File: src/hdl/nfc_tag_id_reply_sequencer_unit_macros.svh
// Assertion macros shared by the tag-ID reply sequencer RTL.
`ifndef NFC_TAG_ID_REPLY_SEQUENCER_UNIT_MACROS_SVH
`define NFC_TAG_ID_REPLY_SEQUENCER_UNIT_MACROS_SVH

// Same-cycle implication, disabled in reset.
`define NFCTAG_ASSERT_NOW(label, ante, cons, msg) \
  label: assert property (@(posedge clk) disable iff (rst) (ante) |-> (cons)) \
    else $error(msg);

// Next-cycle implication, disabled in reset.
`define NFCTAG_ASSERT_NEXT(label, ante, cons, msg) \
  label: assert property (@(posedge clk) disable iff (rst) (ante) |=> (cons)) \
    else $error(msg);

`endif

File: src/hdl/nfctag_pkg.sv
// Types, constants and byte tables for the tag-ID reply sequencer.
package nfctag_pkg;

  localparam int DUMP_BYTES = 64;
  localparam int DUMP_AW    = $clog2(DUMP_BYTES);
  localparam int IDX_W      = DUMP_AW + 1;

  localparam int FB_W     = 5;
  localparam int TAG_W    = 5;
  localparam logic [TAG_W-1:0] TAG_HEAD_LEN = TAG_W'(5);
  localparam logic [TAG_W-1:0] TAG_LAST     = TAG_W'(17);

  localparam logic [7:0] BYTE_FF     = 8'hFF;
  localparam logic [7:0] BYTE_ZERO   = 8'h00;
  localparam logic [7:0] BYTE_LEN_TAG = 8'h0F;
  localparam logic [7:0] BYTE_STATUS = 8'h41;
  localparam logic [7:0] CHAR_EQ     = 8'h3D;
  localparam logic [7:0] CHAR_ZERO   = 8'h30;
  localparam logic [7:0] CHAR_NINE   = 8'h39;

  localparam logic [1:0] CMD_NONE   = 2'd0;
  localparam logic [1:0] CMD_SEARCH = 2'd1;
  localparam logic [1:0] CMD_READ   = 2'd2;

  localparam logic [FB_W-1:0] FRAME_BYTES_RST = FB_W'(16);
  localparam logic REG_FRAME_BYTES = 1'b0;

  typedef enum logic [3:0] {
    PH_SETUP  = 4'd0,
    PH_RETRY  = 4'd1,
    PH_ACK    = 4'd2,
    PH_HEADER = 4'd3,
    PH_TAG    = 4'd4,
    PH_WAIT41 = 4'd5,
    PH_STATUS = 4'd6,
    PH_GRAB   = 4'd7,
    PH_DONE   = 4'd8
  } phase_t;

  typedef enum logic [1:0] {
    ST_IDLE,
    ST_EXEC,
    ST_SCAN,
    ST_FIN
  } ctl_state_t;

  typedef struct packed {
    logic done;
    logic found;
  } scan_stat_t;

  // ACK frame; its first three bytes double as the reply header
  function automatic logic [7:0] ack_byte(input logic [2:0] idx);
    logic [7:0] b;
    case (idx)
      3'd2, 3'd4: b = BYTE_FF;
      default:    b = BYTE_ZERO;
    endcase
    return b;
  endfunction

  function automatic logic [7:0] tag_byte(input logic [2:0] idx);
    logic [7:0] b;
    case (idx)
      3'd0:    b = 8'hF1;
      3'd1:    b = 8'hD5;
      3'd2:    b = 8'h4B;
      default: b = 8'h01;
    endcase
    return b;
  endfunction

endpackage

File: src/hdl/nfc_tag_id_reply_sequencer_unit.sv
// Top level of the tag-ID reply sequencer.
//
// Input channel (in_valid/in_stall, opcode, rx_byte): each word is a start
// event (opcode 1) or one byte received from the reader (opcode 0).
// Output channel (out_valid/out_stall): exactly one result word per input
// word, in order: phase, command, read_page and the status flags.
// Config: APB register 0 (byte address 0) holds frame_bytes, reset 16.
// An ordinary word is captured in the item register on accept; its result
// is loaded from the EXEC state once the output register is free.
// The byte that closes the fourth page read also runs the dump scan, which
// streams the 64-entry dump through the byte classifier one entry per cycle.
// One word at a time: in_stall is high from accept until the result is
// loaded. A word may be accepted while the previous result still waits in
// the output register; if out_stall holds that result, the new word waits
// for the register to free before its result is loaded.
// Reset: phase setup, all counters cleared, dump empty, output empty,
// frame_bytes back to 16. A start event empties the dump through its fill
// count, so no clearing pass is needed.
`include "nfc_tag_id_reply_sequencer_unit_macros.svh"

module nfc_tag_id_reply_sequencer_unit (
  input  logic        clk,
  input  logic        rst,
  input  logic        psel,
  input  logic        penable,
  input  logic        pwrite,
  input  logic [2:0]  paddr,
  input  logic [31:0] pwdata,
  output logic [31:0] prdata,
  output logic        pready,
  input  logic        in_valid,
  output logic        in_stall,
  input  logic        opcode,
  input  logic [7:0]  rx_byte,
  output logic        out_valid,
  input  logic        out_stall,
  output logic [3:0]  phase,
  output logic [1:0]  command,
  output logic [3:0]  read_page,
  output logic        retry_flag,
  output logic        ack_fail_flag,
  output logic        success_flag,
  output logic        reply_seen
);

  nfctag_pkg::ctl_state_t state, state_next;

  logic [nfctag_pkg::FB_W-1:0] frame_bytes;

  logic       item_op;
  logic [7:0] item_byte;

  nfctag_pkg::phase_t main_phase, main_phase_next;
  logic [2:0]                   ack_step, ack_step_next;
  logic [1:0]                   header_step, header_step_next;
  logic [nfctag_pkg::TAG_W-1:0] tag_step, tag_step_next;
  logic [1:0]                   frame_number, frame_number_next;
  logic [nfctag_pkg::FB_W-1:0]  frame_count, frame_count_next;
  logic [nfctag_pkg::IDX_W-1:0] widx, widx_next;
  logic                         seen, seen_next;
  logic                         found;

  logic [1:0] res_cmd;
  logic [3:0] res_page;
  logic       res_retry;
  logic       res_ackf;
  logic       res_succ;
  logic       need_scan;
  logic       dump_we;

  logic in_accept;
  logic out_free;
  logic exec_go;
  logic fin_go;
  logic out_load;
  logic ram_we;

  logic [nfctag_pkg::DUMP_AW-1:0] rd_addr;
  logic [7:0]                     rd_data;
  nfctag_pkg::scan_stat_t         scan_stat;

  // config port
  assign pready = 1'b1;
  assign prdata = (paddr[2] == nfctag_pkg::REG_FRAME_BYTES) ?
                  {{(32 - nfctag_pkg::FB_W){1'b0}}, frame_bytes} : 32'd0;

  always_ff @(posedge clk) begin
    if (rst) begin
      frame_bytes <= nfctag_pkg::FRAME_BYTES_RST;
    end else if (psel && penable && pwrite && pready &&
                 paddr[2] == nfctag_pkg::REG_FRAME_BYTES) begin
      frame_bytes <= pwdata[nfctag_pkg::FB_W-1:0];
    end
  end

  // control FSM
  assign in_accept = in_valid && !in_stall;
  assign out_free  = !out_valid || !out_stall;

  always_comb begin
    state_next = state;
    unique case (state)
      nfctag_pkg::ST_IDLE: if (in_accept) state_next = nfctag_pkg::ST_EXEC;
      nfctag_pkg::ST_EXEC: begin
        if (out_free) begin
          state_next = need_scan ? nfctag_pkg::ST_SCAN : nfctag_pkg::ST_IDLE;
        end
      end
      nfctag_pkg::ST_SCAN: if (scan_stat.done) state_next = nfctag_pkg::ST_FIN;
      nfctag_pkg::ST_FIN:  if (out_free) state_next = nfctag_pkg::ST_IDLE;
      default: state_next = nfctag_pkg::ST_IDLE;
    endcase
  end

  always_comb begin
    in_stall = 1'b1;
    exec_go  = 1'b0;
    fin_go   = 1'b0;
    unique case (state)
      nfctag_pkg::ST_IDLE: in_stall = 1'b0;
      nfctag_pkg::ST_EXEC: exec_go = out_free;
      nfctag_pkg::ST_SCAN: ;
      nfctag_pkg::ST_FIN:  fin_go = out_free;
      default: ;
    endcase
  end

  assign out_load = (exec_go && !need_scan) || fin_go;
  assign ram_we   = exec_go && dump_we;

  always_ff @(posedge clk) begin
    if (rst) begin
      state <= nfctag_pkg::ST_IDLE;
    end else begin
      state <= state_next;
    end
  end

  always_ff @(posedge clk) begin
    if (in_accept) begin
      item_op   <= opcode;
      item_byte <= rx_byte;
    end
  end

  // per-word protocol step
  always_comb begin
    main_phase_next   = main_phase;
    ack_step_next     = ack_step;
    header_step_next  = header_step;
    tag_step_next     = tag_step;
    frame_number_next = frame_number;
    frame_count_next  = frame_count;
    widx_next         = widx;
    seen_next         = seen;
    res_cmd           = nfctag_pkg::CMD_NONE;
    res_page          = '0;
    res_retry         = 1'b0;
    res_ackf          = 1'b0;
    res_succ          = 1'b0;
    need_scan         = 1'b0;
    dump_we           = 1'b0;
    if (state == nfctag_pkg::ST_FIN) begin
      main_phase_next = found ? nfctag_pkg::PH_DONE : nfctag_pkg::PH_RETRY;
      res_succ        = found;
      res_retry       = !found;
    end else if (item_op) begin
      main_phase_next   = nfctag_pkg::PH_ACK;
      ack_step_next     = '0;
      header_step_next  = '0;
      tag_step_next     = '0;
      frame_number_next = '0;
      frame_count_next  = '0;
      widx_next         = '0;
      res_cmd           = nfctag_pkg::CMD_SEARCH;
    end else begin
      unique case (main_phase)
        nfctag_pkg::PH_SETUP: begin
          if (item_byte == nfctag_pkg::BYTE_FF) seen_next = 1'b1;
        end
        nfctag_pkg::PH_ACK: begin
          if (item_byte == nfctag_pkg::ack_byte(ack_step)) begin
            ack_step_next = ack_step + 1'b1;
            if (ack_step == 3'd5) main_phase_next = nfctag_pkg::PH_HEADER;
          end else begin
            main_phase_next = nfctag_pkg::PH_RETRY;
            res_retry       = 1'b1;
            res_ackf        = 1'b1;
          end
        end
        nfctag_pkg::PH_HEADER: begin
          if (header_step != 2'd3) begin
            if (item_byte == nfctag_pkg::ack_byte({1'b0, header_step})) begin
              header_step_next = header_step + 1'b1;
            end else begin
              main_phase_next = nfctag_pkg::PH_RETRY;
              res_retry       = 1'b1;
            end
          end else if (item_byte == nfctag_pkg::BYTE_LEN_TAG) begin
            main_phase_next = nfctag_pkg::PH_TAG;
          end else begin
            main_phase_next = nfctag_pkg::PH_RETRY;
            res_retry       = 1'b1;
          end
        end
        nfctag_pkg::PH_TAG: begin
          if ((tag_step < nfctag_pkg::TAG_HEAD_LEN) ?
              (item_byte != nfctag_pkg::tag_byte(tag_step[2:0])) :
              (item_byte == nfctag_pkg::BYTE_FF)) begin
            main_phase_next = nfctag_pkg::PH_RETRY;
            res_retry       = 1'b1;
          end else begin
            tag_step_next = tag_step + 1'b1;
            if (tag_step == nfctag_pkg::TAG_LAST) begin
              frame_number_next = '0;
              frame_count_next  = '0;
              main_phase_next   = nfctag_pkg::PH_WAIT41;
              res_cmd           = nfctag_pkg::CMD_READ;
            end
          end
        end
        nfctag_pkg::PH_WAIT41: begin
          if (item_byte == nfctag_pkg::BYTE_STATUS) main_phase_next = nfctag_pkg::PH_STATUS;
        end
        nfctag_pkg::PH_STATUS: begin
          if (item_byte == nfctag_pkg::BYTE_ZERO) main_phase_next = nfctag_pkg::PH_GRAB;
        end
        nfctag_pkg::PH_GRAB: begin
          if (frame_count < frame_bytes) begin
            if (widx < nfctag_pkg::IDX_W'(nfctag_pkg::DUMP_BYTES)) begin
              dump_we   = 1'b1;
              widx_next = widx + 1'b1;
            end
            frame_count_next = frame_count + 1'b1;
          end else begin
            frame_count_next = '0;
            if (frame_number != 2'd3) begin
              frame_number_next = frame_number + 1'b1;
              main_phase_next   = nfctag_pkg::PH_WAIT41;
              res_cmd           = nfctag_pkg::CMD_READ;
              res_page          = {frame_number + 2'd1, 2'b00};
            end else begin
              need_scan = 1'b1;
            end
          end
        end
        default: ;
      endcase
    end
  end

  always_ff @(posedge clk) begin
    if (rst) begin
      main_phase   <= nfctag_pkg::PH_SETUP;
      ack_step     <= '0;
      header_step  <= '0;
      tag_step     <= '0;
      frame_number <= '0;
      frame_count  <= '0;
      widx         <= '0;
      seen         <= 1'b0;
      found        <= 1'b0;
    end else begin
      if (exec_go || fin_go) begin
        main_phase   <= main_phase_next;
        ack_step     <= ack_step_next;
        header_step  <= header_step_next;
        tag_step     <= tag_step_next;
        frame_number <= frame_number_next;
        frame_count  <= frame_count_next;
        widx         <= widx_next;
        seen         <= seen_next;
      end
      if (scan_stat.done) begin
        found <= scan_stat.found;
      end
    end
  end

  // result register
  always_ff @(posedge clk) begin
    if (rst) begin
      out_valid <= 1'b0;
    end else if (out_load) begin
      out_valid <= 1'b1;
    end else if (!out_stall) begin
      out_valid <= 1'b0;
    end
  end

  always_ff @(posedge clk) begin
    if (out_load) begin
      phase         <= main_phase_next;
      command       <= res_cmd;
      read_page     <= res_page;
      retry_flag    <= res_retry;
      ack_fail_flag <= res_ackf;
      success_flag  <= res_succ;
      reply_seen    <= seen_next;
    end
  end

  nfctag_ram #(
    .WIDTH (8),
    .DEPTH (nfctag_pkg::DUMP_BYTES)
  ) u_dump (
    .clk   (clk),
    .we    (ram_we),
    .waddr (widx[nfctag_pkg::DUMP_AW-1:0]),
    .wdata (item_byte),
    .raddr (rd_addr),
    .rdata (rd_data)
  );

  nfctag_scan u_scan (
    .clk     (clk),
    .rst     (rst),
    .start   (exec_go && need_scan),
    .fill    (widx),
    .rd_addr (rd_addr),
    .rd_data (rd_data),
    .stat    (scan_stat)
  );

  `NFCTAG_ASSERT_NOW(a_scan_done_in_scan, scan_stat.done,
    state == nfctag_pkg::ST_SCAN, "scan finished outside scan state")
  `NFCTAG_ASSERT_NOW(a_dump_write_grab, ram_we,
    main_phase == nfctag_pkg::PH_GRAB &&
    widx < nfctag_pkg::IDX_W'(nfctag_pkg::DUMP_BYTES), "dump write outside grab or past end")
  `NFCTAG_ASSERT_NOW(a_no_result_overwrite, out_load,
    !(out_valid && out_stall), "result loaded over a stalled result")
  `NFCTAG_ASSERT_NEXT(a_accept_to_exec, in_accept,
    state == nfctag_pkg::ST_EXEC, "accepted word not taken into execution")

endmodule

File: src/hdl/nfctag_ram.sv
// Generic single-write, single-read RAM with registered read data.
module nfctag_ram #(
  parameter int WIDTH = 8,
  parameter int DEPTH = 64
) (
  input  logic                     clk,
  input  logic                     we,
  input  logic [$clog2(DEPTH)-1:0] waddr,
  input  logic [WIDTH-1:0]         wdata,
  input  logic [$clog2(DEPTH)-1:0] raddr,
  output logic [WIDTH-1:0]         rdata
);

  logic [WIDTH-1:0] mem [DEPTH];

  always_ff @(posedge clk) begin
    if (we) begin
      mem[waddr] <= wdata;
    end
    rdata <= mem[raddr];
  end

endmodule

File: src/hdl/nfctag_scan.sv
// Dump scanner: streams the dump through one byte classifier looking for '=' and four digits.
module nfctag_scan (
  input  logic                           clk,
  input  logic                           rst,
  input  logic                           start,
  input  logic [nfctag_pkg::IDX_W-1:0]   fill,
  output logic [nfctag_pkg::DUMP_AW-1:0] rd_addr,
  input  logic [7:0]                     rd_data,
  output nfctag_pkg::scan_stat_t         stat
);

  logic                           busy;
  logic [nfctag_pkg::IDX_W-1:0]   ptr;
  logic                           chk_valid;
  logic [nfctag_pkg::DUMP_AW-1:0] chk_addr;
  logic                           digit_mode;
  logic [1:0]                     dcnt;

  logic       issue;
  logic [7:0] cur;
  logic       hit;
  logic       ptr_end;

  assign ptr_end = (ptr == nfctag_pkg::IDX_W'(nfctag_pkg::DUMP_BYTES));
  assign issue   = busy && !ptr_end;
  assign rd_addr = ptr[nfctag_pkg::DUMP_AW-1:0];

  // entries at or past the fill count were never written since start: zero
  assign cur = ({1'b0, chk_addr} < fill) ? rd_data : 8'h00;

  // shared classifier
  always_comb begin
    if (digit_mode) begin
      hit = (cur >= nfctag_pkg::CHAR_ZERO) && (cur <= nfctag_pkg::CHAR_NINE);
    end else begin
      hit = (cur == nfctag_pkg::CHAR_EQ);
    end
  end

  always_comb begin
    stat = '0;
    if (busy) begin
      if (digit_mode) begin
        if (chk_valid) begin
          stat.done  = !hit || (dcnt == 2'd3);
          stat.found = hit && (dcnt == 2'd3);
        end
      end else if (chk_valid) begin
        stat.done = hit &&
          (chk_addr >= nfctag_pkg::DUMP_AW'(nfctag_pkg::DUMP_BYTES - 4));
      end else begin
        stat.done = ptr_end;
      end
    end
  end

  always_ff @(posedge clk) begin
    if (rst) begin
      busy       <= 1'b0;
      ptr        <= '0;
      chk_valid  <= 1'b0;
      chk_addr   <= '0;
      digit_mode <= 1'b0;
      dcnt       <= '0;
    end else if (start) begin
      busy       <= 1'b1;
      ptr        <= '0;
      chk_valid  <= 1'b0;
      digit_mode <= 1'b0;
      dcnt       <= '0;
    end else if (busy) begin
      if (stat.done) begin
        busy <= 1'b0;
      end
      chk_valid <= issue;
      chk_addr  <= ptr[nfctag_pkg::DUMP_AW-1:0];
      if (issue) begin
        ptr <= ptr + 1'b1;
      end
      if (chk_valid) begin
        if (digit_mode) begin
          dcnt <= dcnt + 1'b1;
        end else if (hit) begin
          digit_mode <= 1'b1;
          dcnt       <= '0;
        end
      end
    end
  end

endmodule
File: config.mk
export PLATFORM = sky130hd
export DESIGN_NAME = nfc_tag_id_reply_sequencer_unit
export DESIGN_NICKNAME = d
export VERILOG_FILES = /design/src/hdl/nfctag_pkg.sv /design/src/hdl/nfc_tag_id_reply_sequencer_unit.sv /design/src/hdl/nfctag_ram.sv /design/src/hdl/nfctag_scan.sv
export VERILOG_INCLUDE_DIRS = /design/src /design/src/hdl
export SDC_FILE = /design/constraint.sdc
export NUM_CORES = 1
export LEC_CHECK = 0
export ABC_AREA = 1
export BUFFER_PORTS_ARGS = -buffer_cell sky130_fd_sc_hd__buf_2
export CAP_MARGIN = 40
export CORE_UTILIZATION = 60
export CTS_BUF_LIST = sky130_fd_sc_hd__clkbuf_4 sky130_fd_sc_hd__clkbuf_8
export CTS_CLUSTER_DIAMETER = 200
export DETAILED_ROUTE_END_ITERATION = 6
export PLACE_DENSITY = 0.84
export SLEW_MARGIN = 20
export SYNTH_ARGS = -nofsm -noshare
export SYNTH_HDL_FRONTEND = slang
export SYNTH_HIERARCHICAL = 1
export SYNTH_SLANG_ARGS = --single-unit
File: constraint.sdc
create_clock -name clk -period 4 [get_ports clk]
set_input_delay 0.4 -clock clk [delete_from_list [all_inputs] [get_ports clk]]
set_output_delay 0.4 -clock clk [all_outputs]
set_load 0.01 [all_outputs]
Yosys cells after proc, flatten, opt, wreduce, memory -nomap -nowiden
Memories as Yosys holds them, arrays and structs flattened. A register that Yosys moved wholly into a read port is not among the register bits.
Cells that the tools add are included.
W data, S select, Z words.
Storage, ports and cells
  bits in registers: 79
  latch bits: 0
  memory bits (writable): 512
  ROM bits: 0
  input bits: 51
  output and inout bits: 49
  word-level logic and storage cells: 251
  memories kept: 1
Memories
  u_dump.mem: depth 64, width 8, rd ports 1, clocked after memory_dff 1, write ports 1, line nfctag_ram.sv:14  | logic [WIDTH-1:0] mem [DEPTH];
Operators by class
  add/sub/neg operators: 8
  multipliers: 0
  div/mod/pow operators: 0
  order comparisons: 7
  eq/ne operators: 37
  shift operators: 0
  muxes and demuxes: 110
  bitwise operators: 6
  reduce and logical (&&, ||, !) cells: 53
Operators with widths (number)
  $mux W8: 13
  $mux W4: 13
  $mux W2: 22
  $mux W5: 8
  $mux W1: 39
  $mux W7: 4
  $pmux W4 S6: 1
  $pmux W8 S3: 1
  $reduce_bool A2 Y1: 10
  $eq A4 B3 Y1 const B: 4
  $eq A8 B8 Y1: 2
  $reduce_and A5 Y1: 3
  $add A7 B1 Y7 const B: 2
  $ne A2 B2 Y1 const B: 7
  $mux W3: 4
  $ne A3 B3 Y1 const B: 4
  $reduce_and A4 Y1: 3
  $logic_and A1 B1 Y1: 11
  $add A5 B1 Y5 const B: 2
  $pmux W5 S2: 1
  $eq A2 B2 Y1 const B: 4
  $eq A4 B2 Y1 const B: 2
  $eq A8 B4 Y1 const B: 1
  $eq A8 B6 Y1 const B: 1
  other kinds (37): 59

Depth between registers and ports, before layout
  word-level depth: 13
  mapped depth: 22
  gate-level depth less buffers: 22

Cells and area by module
Netlist, hierarchy kept.
By module, submodules not included
  nfctag_ram: instances 1, cells each 1822, area an instance 21291.7 sq um, seq. area each 15534.9 sq um
  nfc_tag_id_reply_sequencer_unit: instances 1, cells each 480, area an instance 3737.3 sq um, seq. area each 1391.3 sq um
  nfctag_scan: instances 1, cells each 166, area an instance 1146.1 sq um, seq. area each 360.3 sq um

Least setup slack after synthesis
No wires, ideal clock.
  path type: reg2reg
  start: reg frame_bytes[2] (netlist bit)
  end: mem u_dump.mem[48][0] (enable)
  setup time: 0.383 ns
  data arrival time: 2.461 ns
  data required time: 3.617 ns
  slack: 1.156 ns
  stages on the path, launching flop included: 13
  buffers on the path: 1
  clock period less this slack: 2.844 ns
  cells stage by stage: dfxtp_1 > inv_1 > ha_1 > nand2_1 > inv_1 > o21ai_1 > nand3_2 > inv_2 > nand4_4 > nor2_2 > clkbuf_1 > inv_1 > nor3_1
Between the ends
  longest elaborated chain between the ends: 8
RTL lines
  start, declared: line nfc_tag_id_reply_sequencer_unit.sv:48  | logic [nfctag_pkg::FB_W-1:0] frame_bytes;
  start signal, assigned: line nfc_tag_id_reply_sequencer_unit.sv:89  | frame_bytes <= nfctag_pkg::FRAME_BYTES_RST;
  start signal, assigned: line nfc_tag_id_reply_sequencer_unit.sv:92  | frame_bytes <= pwdata[nfctag_pkg::FB_W-1:0];
  $lt A5 B5 Y1: line nfc_tag_id_reply_sequencer_unit.sv:229  | if (frame_count < frame_bytes) begin
  $mux W1: line nfc_tag_id_reply_sequencer_unit.sv:229
  $mux W1: line nfc_tag_id_reply_sequencer_unit.sv:177  | unique case (main_phase)
  $mux W1: line nfc_tag_id_reply_sequencer_unit.sv:167  | end else if (item_op) begin
  $mux W1: line nfc_tag_id_reply_sequencer_unit.sv:163  | if (state == nfctag_pkg::ST_FIN) begin
  $logic_and A1 B1 Y1: line nfc_tag_id_reply_sequencer_unit.sv:129  | assign ram_we = exec_go && dump_we;
  named net ram_we: line nfc_tag_id_reply_sequencer_unit.sv:76  | logic ram_we;
  $mux W1: line nfctag_ram.sv:17  | if (we) begin
  $mux W1 (implied by the code): line nfctag_ram.sv:18  | mem[waddr] <= wdata;
  end, declared: line nfctag_ram.sv:14
The timed path passes the listed nets, and every way through them passes these cells.

Final worst setup path
  start: reg frame_bytes[4] (netlist bit)
  end: mem u_dump.mem[51][4] (enable)
The elaborated chain is that of the path after synthesis.

==> summary.md <==
| Metric | Value |
|---|---|
| Status | complete, no violations |
| Post-synth EDFFs | roughly 530 |
| CP max-delay cell | nor2_1 |
| Final setup skew | 0.02545 ns |
| Min-delay src | pwdata[1] |
| Multi-input gate area | between 7000 and 8000 sq um |
| Reg2reg path depth | 9 |
| Number of cells on the worst hold path | 3 |
| Chip Width | 210.9 microns |
| Die area | between 40000 and 50000 sq um |
| Mean post-synth cell area | around 11 sq um |
| CTS clock-pin slew for the worst setup and hold paths | 0.07 ns |
| Buffer and inverter count on the worst path | 2 |
| RSZ-0062 raised after global routing | false |
| Row cnt | 76 |
| CP startpoint kind | flip-flop |
| R2R Path End | u_dump/mem[51][4] |
| Post-synth top flop | edfxtp_1 |
| Slew margin rel. | roughly 43% |
| PostCTS Resize Cnt | 0 |
| Core region area | approximately 43000 sq um |
| Routed Antenna Nets | 0 |
| Routed Wire Length | about 63000 microns |
| Gpl congestion | between 0.9 and 1 |
| Net switching power figure | between 2 and 3 mW |
| Initial antenna violation count | 0 |
| Ys async rst share | 0% |
| Switching share of power | 21.26% |
| DR WL/cell | approximately 20 microns |
| Logic pwr share | about 2.6% |
| Pin count of the biggest net entering global routing | 193 |
| IO Pins | 100 |
| First-pass GRT wire length | 96720 microns |
| Slowest stage delay, CP | 0.74 ns |
| Critical path class | flip-flop to flip-flop |
| Tcrit/Tclk final | 88.54% |
| Setup TNS | 0 ns |
| Yosys reg bits | 597 |
| Vias per inst | 5.941 |
| CP Data Required Time | roughly 4.3 ns |
| Yosys warnings | 6 |
| Fraction of layout cells with a size suffix above 1 | a little under an eighth |
| Residual DRC | 0 |
| CTS root buf | clkbuf_8 |
| Hold WS | approximately 0.058 ns |
| Crit-path max FO | 13 |
| Crit end category | flip-flop |
| Sequential fraction of the synthesis area | about two thirds |
| Int Power | ~9.4 mW |
| Port-buffer cells | 40 |
| P&R area growth vs syn | 8.685% |
| Starting density of the core | about three fifths |
| Pleak | ~10 nW |
| Netlist cell types | 53 |
| CP arrival | approximately 3.8 ns |
| Vias | around 19000 |
| Final nets | approximately 2600 |
| Hold crit path type | input port to flip-flop |
| FF/Latch Area | ~17000 sq um |
| Global Route Usage Sum | between 20% and 30% |
| Gate count of the mapped netlist | 2468 |
| CTS sink count | ~600 |
| Layout fillers | slightly below 3000 |
| Worst-Margin Slew | 0.8577 ns |
| H-tree Lvls | 3 |
| Max-cap viol count | 0 |
| Final setup fails | 0 |
| VDD IR max | ~0.34 mV |
| Final Max Tran Viols | 0 |
| Most frequent cells in the layout | nand2_1, edfxtp_1, nand3_1 |
| Initial DRC count | about 2600 |
| Most common cell after layout, fill and taps aside | nand2_1 |
| Fin crit period | around 3.5 ns |
| R2R Setup Slk | 0.46 ns |
| Clock buffer depth | 3 |
| Cell Pwr Density | around 420 nW/um^2 |
| Clock insertion delay at the later pin of the skew report | between 0.6 and 0.7 ns |
| Reg2reg start | frame_bytes[4] |
| Clk pwr share | between 40% and 50% |
| Height of the die | between 200 and 250 microns |
| Largest delay share family, worst path | simple AND/OR/NAND/NOR gates |
| Final Hold Vio Count | 0 |
| Sequential Power Share | between 50% and 60% |
| Vias in the first global route | between 15000 and 20000 |
| Post-DP HPWL | approximately 38000 microns |
| Antenna fix cells | 0 |
| Worst Hold End | frame_bytes[1] |
| Max Clk Rate | around 280 MHz |
| CTS tree | built |
| Grt total ovfl | 0 |
| CP Cell Sequence | inv_1 -> ha_1 -> a21oi_1 -> nand3_2 -> inv_2 -> nand4_4 -> nor2_2 -> nand2_1 -> nor2_1 |
| Num CTS Buffers | 88 |
| TritonRoute pass-1 iters | 6 |
| Mapped Area | about 26000 sq um |
==> cell type report <==
| class | count | share of cell area [%] |
|---|---|---|
| Inverter | 122 | 1.649 |
| Multi-Input combinational cell | 1622 | 26.33 |
| Timing Repair Buffer | 86 | 2.454 |
| Clock inverter | 42 | 0.8181 |
| Sequential cell | 597 | 60.80 |
| Tap cell | 585 | 2.573 |
| Clock buffer | 123 | 5.379 |
==> worst reg2reg max path: stages (launching register included) <==
cell,delay [ns]
dfxtp_1,0.32
inv_1,0.07
ha_1,0.33
a21oi_1,0.22
nand3_2,0.20
inv_2,0.15
nand4_4,0.14
nor2_2,0.46
nand2_1,0.55
nor2_1,0.74
==> repair_timing <==
action	4_1_cts	5_1_grt
hold endpoints to repair	10	0
setup buffers	0	0
hold buffers	10	0
==> synthesized netlist by cell type (all sizes together) (15+ instances only) <==
master  number  area [sq um]
nand4       17         121.4
a21oi       50         269.0
nor2       137         569.3
buf        140         977.2
clkbuf      15         60.06
ha          25         312.8
nor3        26         162.7
nand2      795          3027
nand3      485          2505
o21ai       24         138.9
edfxtp     533         16010
inv        122         465.5
dfxtp       64          1281
==> state kept, by name, indices dropped and copies added, names as in the netlist, 3 cells and up, named ones only <==
name             cells
phase                4
u_dump/mem         512
u_scan/chk_addr      6
frame_count          5
item_byte            8
frame_bytes          5
u_dump/rdata         8
u_scan/ptr           7
main_phase           4
ack_step             3
widx                 7
tag_step             5
==> how the worst max path moves through the flow <==
stage          slack (ns)  depth (start not counted)            from           endpoint
2_1_floorplan        1.16                         12  frame_bytes[2]  u_dump/mem[48][0]
3_3_place_gp         0.58                         11  frame_bytes[2]  u_dump/mem[50][3]
3_5_place_dp         0.55                          9  frame_bytes[4]  u_dump/mem[51][3]
4_1_cts              0.52                          9  frame_bytes[4]  u_dump/mem[50][0]
5_1_grt              0.26                         11  frame_bytes[2]  u_dump/mem[46][5]
6_report             0.46                          9  frame_bytes[4]  u_dump/mem[51][4]
==> logic make-up after synthesis <==
logic type	synth area share, %
xor+xnor	0.2677
flops	66.04
fa+ha+maj	1.195
simple gates	24.70
other cells	0.02869
buf+inv	5.741
compound gates	2.022
==> metrics by stage <==
stage	total power, mW	utilization (%)	cells	setup WS (ns)	instance area (sq um)
after floorplan	7.140	-	2496	1.156	26280
after global placement	7.238	61.34	2994	0.5838	26420
after detailed placement	7.247	61.47	2997	0.5478	26480
after CTS	12.01	65.79	3172	0.5179	28340
after global routing	12.34	66.04	3177	0.2594	28450
final	12.00	66.04	3177	0.4584	28450
==> metal layers <==
layer	global-route usage [%]	wire [microns]	vias to the layer above
li1	-	-	8511
met1	36.03	22700	8804
met2	46.56	29960	1340
met3	5.233	7176	221
met4	15.49	2890	0
met5	0	0	-
==> power groups by stage <==
stage                     Combinational, mW  Clock, mW  Sequential (mW)
after floorplan                       0.123          0             7.02
after detailed placement              0.282          0             6.96
after global placement                0.274          0             6.96
after global routing                  0.333       5.17             6.83
after CTS                             0.292       4.89             6.83
final                                 0.311       4.86             6.83
Note: power is estimated with default switching activity, not from simulation.
